File: src/hdl/mmt_pkg.sv
package mmt_pkg;

    localparam int VAL_W = 32;
    localparam int ACC_W = 52;
    localparam int PROD_W = 2 * VAL_W;
    localparam int Q_SHIFT = 16;
    localparam int CFG_IDX_W = 2;
    localparam int CFG_DATA_W = 4;

    localparam logic [2:0] KIND_LOAD_A = 3'd0;
    localparam logic [2:0] KIND_LOAD_B = 3'd1;
    localparam logic [2:0] KIND_LOAD_G = 3'd2;
    localparam logic [2:0] KIND_LOAD_P = 3'd3;
    localparam logic [2:0] KIND_START  = 3'd4;

    localparam logic [1:0] MODE_FWD    = 2'd0;
    localparam logic [1:0] MODE_GRAD_A = 2'd1;
    localparam logic [1:0] MODE_GRAD_B = 2'd2;

    localparam logic [CFG_IDX_W-1:0] REG_MODE    = 2'd0;
    localparam logic [CFG_IDX_W-1:0] REG_ROWS_M  = 2'd1;
    localparam logic [CFG_IDX_W-1:0] REG_INNER_K = 2'd2;
    localparam logic [CFG_IDX_W-1:0] REG_COLS_N  = 2'd3;

    typedef struct packed {
        logic [2:0]              kind;
        logic [2:0]              row;
        logic [2:0]              col;
        logic signed [VAL_W-1:0] value;
    } in_word_t;

    typedef struct packed {
        logic [2:0]              out_row;
        logic [2:0]              out_col;
        logic signed [VAL_W-1:0] result;
        logic                    saturated;
        logic                    last;
    } out_word_t;

    typedef struct packed {
        logic en;
        logic load;
    } cell_ctrl_t;

endpackage

File: src/hdl/mmt_cell.sv
module mmt_cell
    import mmt_pkg::*;
(
    input  logic                    clk,
    input  cell_ctrl_t              ctrl,
    input  logic signed [ACC_W-1:0] d,
    input  logic signed [ACC_W-1:0] add,
    output logic signed [ACC_W-1:0] q
);

    logic signed [ACC_W-1:0] acc_reg;
    logic signed [ACC_W-1:0] acc_next;

    always_comb
    begin
        acc_next = acc_reg;
        if (ctrl.en)
        begin
            acc_next = ctrl.load ? add : d + add;
        end
    end

    always_ff @(posedge clk)
    begin
        acc_reg <= acc_next;
    end

    assign q = acc_reg;

endmodule

File: config.mk
export PLATFORM = sky130hd
export DESIGN_NAME = mmt_cell
export DESIGN_NICKNAME = d
export VERILOG_FILES = /design/src/hdl/mmt_pkg.sv /design/src/hdl/mmt_cell.sv
export SDC_FILE = /design/constraint.sdc
export NUM_CORES = 1
export LEC_CHECK = 0
export ABC_AREA = 1
export BUFFER_PORTS_ARGS = -buffer_cell sky130_fd_sc_hd__buf_4
export CAP_MARGIN = 5
export CORE_UTILIZATION = 52
export DETAILED_ROUTE_END_ITERATION = 8
export HOLD_SLACK_MARGIN = 0.06
export PLACE_DENSITY_LB_ADDON = 0.1
export RECOVER_POWER = 25
export SLEW_MARGIN = 40
export SYNTH_ARGS = -nofsm -noshare
export SYNTH_HDL_FRONTEND = slang
export SYNTH_SLANG_ARGS = --single-unit
File: constraint.sdc
create_clock -name clk -period 3.2 [get_ports clk]
set_clock_uncertainty 0.05 [all_clocks]
set_input_delay 0.48 -clock clk [delete_from_list [all_inputs] [get_ports clk]]
set_output_delay 0.48 -clock clk [all_outputs]
set_load 0.1 [all_outputs]
Word level (Yosys, flattened, before mapping)

Cells that the tools add are included.

Output and inout bits: 52
Logic and storage cells: 3
Input bits: 107
Register bits after elaboration: 52

Multiplexer cells: 1
$add $sub $neg: 1

Operators with widths:

| cell              | number |
|---|---|
| 52-bit adder      | 1 |
| 52-bit 2-to-1 mux | 1 |

Longest topological paths before layout

Word-level depth: 2
Mapped depth: 14
Depth with buffers taken out: 14

Worst setup path before layout

OpenSTA, ideal clock, no wires.

Kind: input -> register
From: in d[0]
To: reg acc_reg[38] (netlist: q[38]), data pin
Stages on the path: 13
Path buffers: 0
Library setup time: 0.253 ns
Data required time: 2.897 ns
Slack: 1.124 ns
Data arrival time: 1.773 ns
Cells stage by stage: ha_1 -> inv_1 -> fa_1 -> inv_1 -> nand2_1 -> nand3_1 -> nand3_1 -> nand3_1 -> nand2_1 -> nand2_1 -> nand2_1 -> nand3_1 -> nand2_1

Cells in the longest elaborated chain, start to end: 2

Ends and longest elaborated chain:

| element              | RTL line       | source |
|---|---|---|
| start, declared      | mmt_cell.sv:6  | `input logic signed [ACC_W-1:0] d,` |
| 52-bit adder         | mmt_cell.sv:19 | `acc_next = ctrl.load ? add : d + add;` |
| 52-bit 2-to-1 mux    | mmt_cell.sv:19 |  |
| end signal, assigned | mmt_cell.sv:25 | `acc_reg <= acc_next;` |
| end, declared        | mmt_cell.sv:11 | `logic signed [ACC_W-1:0] acc_reg;` |

No other way between the ends.
A chain may end at the register's enable or synchronous reset.

Worst setup path in the final report

From: in add[0]
To: reg acc_reg[34] (netlist: q[34]), data pin

Cells in the longest elaborated chain, start to end: 2

Ends and longest elaborated chain:

| element           | RTL line       | source |
|---|---|---|
| start, declared   | mmt_cell.sv:7  | `input logic signed [ACC_W-1:0] add,` |
| 52-bit adder      | mmt_cell.sv:19 |  |
| 52-bit 2-to-1 mux | mmt_cell.sv:19 |  |

No other way between the ends.

==> results.yml <==
outcome:
  status: "finished clean"
floorplanning:
  die_y_um: 116.7
  core_um2: 12720
  io_pins: 159
  die-area_um2: 13610
  start_util_pct: 53.74
  dieWidth_um: 116.7
  num_rows: 41
worst_setup_path:
  crit_required_ns: 3.21
  crit_top_cell: "nand2_1"
  worstSetupPathType: "in -> reg"
  worst_path_max_delay_cell: "fa_1"
  cp_data_arrival_time_ns: 2.39
  cp.buffers_inverters: 3
  cpPeakStageDelay_ns: 0.41
  cp_cell_sequence: "buf_4 -> ha_1 -> inv_1 -> fa_1 -> inv_1 -> nand3_1 -> nand3_2 -> nand2_1 -> nand2_2 -> nand3_1 -> nand2_1 -> nand2_1 -> nand3_1 -> nand2_1"
  cp_max_fo: 4
  start_kind: "input pin"
  worstSetupEndpointType: "register"
  critPathTopFamily: "simple AND/OR/NAND/NOR gates"
  startpoint: "add[0]"
cells_and_area:
  largest_reg_flops: 52
  drive_gt1_share_pct: 18.73
  nets: 1477
  antenna_cells: 0
  syn_to_final_growth_pct: 22.47
  finalNonFillerCells: 1491
  fillers: 1285
route:
  drc: 0
  drt-initial-drc-count: 607
  routed_wl_um: 21320
  vias_per_cell: 5.009
  wl_per_cell_um: 14.30
  drt-pass1-iter-count: 6
  dr_total_vias: 7469
  detail-route-antenna-nets: 0
clocking:
  postCtsSetupRepairBufs: 0
  cts_buffer_depth: 2
  cts_tree: "done"
  cts_resized: 0
  cts_hold_buffers: 0
  clock-sinks: 52
  htree_levels: 2
  cts.clk_slew.worst_paths_ns: 0.08
  clock-root-buffer: "clkbuf_16"
  cts_buffers: 5
place:
  place.port_buffers: 158
  gp_congestion: 0.9546
  dp_cells: 1483
  dp_hpwl_um: 17570
  dp_slack_ns: 0.5327
logic_synthesis:
  ys_types: 32
  synth.top_cell.area_share_pct: 27.01
  seq_area_frac_synth_pct: 22.84
  synth-seq-cells: 52
  synth_top_area_cell: "nand2_1"
  synthesis.nets: 1321
  synth.area.top_cells: "nand2_1 27%, edfxtp_1 23%, inv_1 12%, ha_1 9.3%, nand3_1 5.8%"
  synth_cells: 1162
  yosys_warnings: 0
  syn_area_um2: 6837
  syn_area_per_cell_um2: 5.883
pwr:
  powerDensity_nw_per_um2: 395.8
  totalPowerFinal_uw: 3314
  peakVddDrop_mv: 0.2655
  power.leakage_uw: 0.004748
min_path:
  hp-class: "in -> reg"
  hp-start: "add[44]"
  min_path_cells: 3
  whs_endpoint: "q[44]$_DFFE_PP_"
timing:
  fin_setup_tns_ns: 0
  min_period_ns: 2.383
  rsz0062_at_grt: "no"
  hold_viol: 0
  setup-violations-final: 0
  fmax_mhz: 419.7
  worst_pin_slew_ns: 1.441
  setup_ws_ns: 0.8171
  fin_hold_ws_ns: 0.3937
  slew_headroom_pct: 3.956
  drv_slew: 0
  min_period_over_period_pct: 74.47
global_routing:
  grt-ovfl-total: 0
  grt_start_max_net_pins: 69
  antenna_found_initial: 0
  grt_pass1_wl_um: 32950
  grt_pass1_vias: 6702
  grtUsageTotal_pct: 32.07
job:
  cap_violations: 0
-- synthesized netlist by cell type --
master	count
nor2_2	22
clkinv_1	3
and2_1	2
nand4_1	9
nand3_1	79
nand3b_1	4
xnor2_1	15
and2_4	2
o21ai_0	14
or2_1	4
fa_1	1
nand3_2	5
ha_1	51
nor4_1	1
nor3_1	5
nand2_2	25
buf_2	1
nand2_1	492
inv_1	227
o21ai_1	7
a21oi_1	38
clkbuf_1	10
or2_2	6
nor2_4	7
xor2_1	6
o21bai_1	7
nor2_1	51
o211ai_1	1
nor3_2	6
inv_2	6
edfxtp_1	52
a21boi_0	3
-- worst max-delay path by stage --
stage	endpoint	slack (ns)	depth (start not counted)
2_1_floorplan	q[38]$_DFFE_PP_	1.12	13
3_3_place_gp	q[34]$_DFFE_PP_	0.58	14
3_5_place_dp	q[34]$_DFFE_PP_	0.53	14
4_1_cts	q[34]$_DFFE_PP_	0.86	14
5_1_grt	q[34]$_DFFE_PP_	0.74	14
6_report	q[34]$_DFFE_PP_	0.82	14
-- cell families after synthesis --
kind of cell	synth area share (%)
compound gates	5.527
simple gates	45.74
buf+inv	13.58
flops	22.84
xor+xnor	2.690
fa+ha+maj	9.627
-- through the flow --
step | cell area (um2) | utilization [%]
2_1_floorplan | 6837 | -
6_report | 8373 | 65.81
4_1_cts | 8376 | 65.83
5_1_grt | 8373 | 65.81
3_5_place_dp | 8212 | 64.55
3_3_place_gp | 8210 | 64.54
-- area by class of cell --
class                      count  area (um2)  share of cell area, %
tap                          172       215.2                  2.570
clock buffer                   6       128.9                  1.539
sequential                    52        1562                  18.65
inverter                     236       887.1                  10.59
clock inverter                 2       35.03                 0.4184
timing repair buffer         160        1199                  14.32
multi-input combinational    863        4347                  51.91
-- power by group --
group          leakage [uW]  switching [uW]  internal (uW)
Combinational       0.00416            1290            497
Sequential         0.000507            26.6            854
Clock             0.0000808             277            370
-- cells in the final DEF, fill, tap and decap left out, types with 5 or more instances in the layout --
master	instances
nand2_1	492
clkbuf_16	5
nor2_1	51
nand2_2	25
nand4_1	9
nand3_1	79
o21ai_1	7
inv_2	6
o21ai_0	14
edfxtp_1	52
nor3_1	5
nand3_2	5
buf_4	159
xor2_1	6
or2_2	6
o21bai_1	7
a21oi_1	38
nor2_2	22
ha_1	51
nor2_4	7
nor3_2	6
xnor2_1	15
inv_1	227
-- metal layers --
metal  global-route usage, %  vias up  wire length, um
li1                        -     3876                -
met1                   45.12     3272             9995
met2                   50.06      295             9034
met3                   6.020       26             1842
met4                   8.861        0              444
met5                       0        -                0
Power figures use the tool's default switching activity.
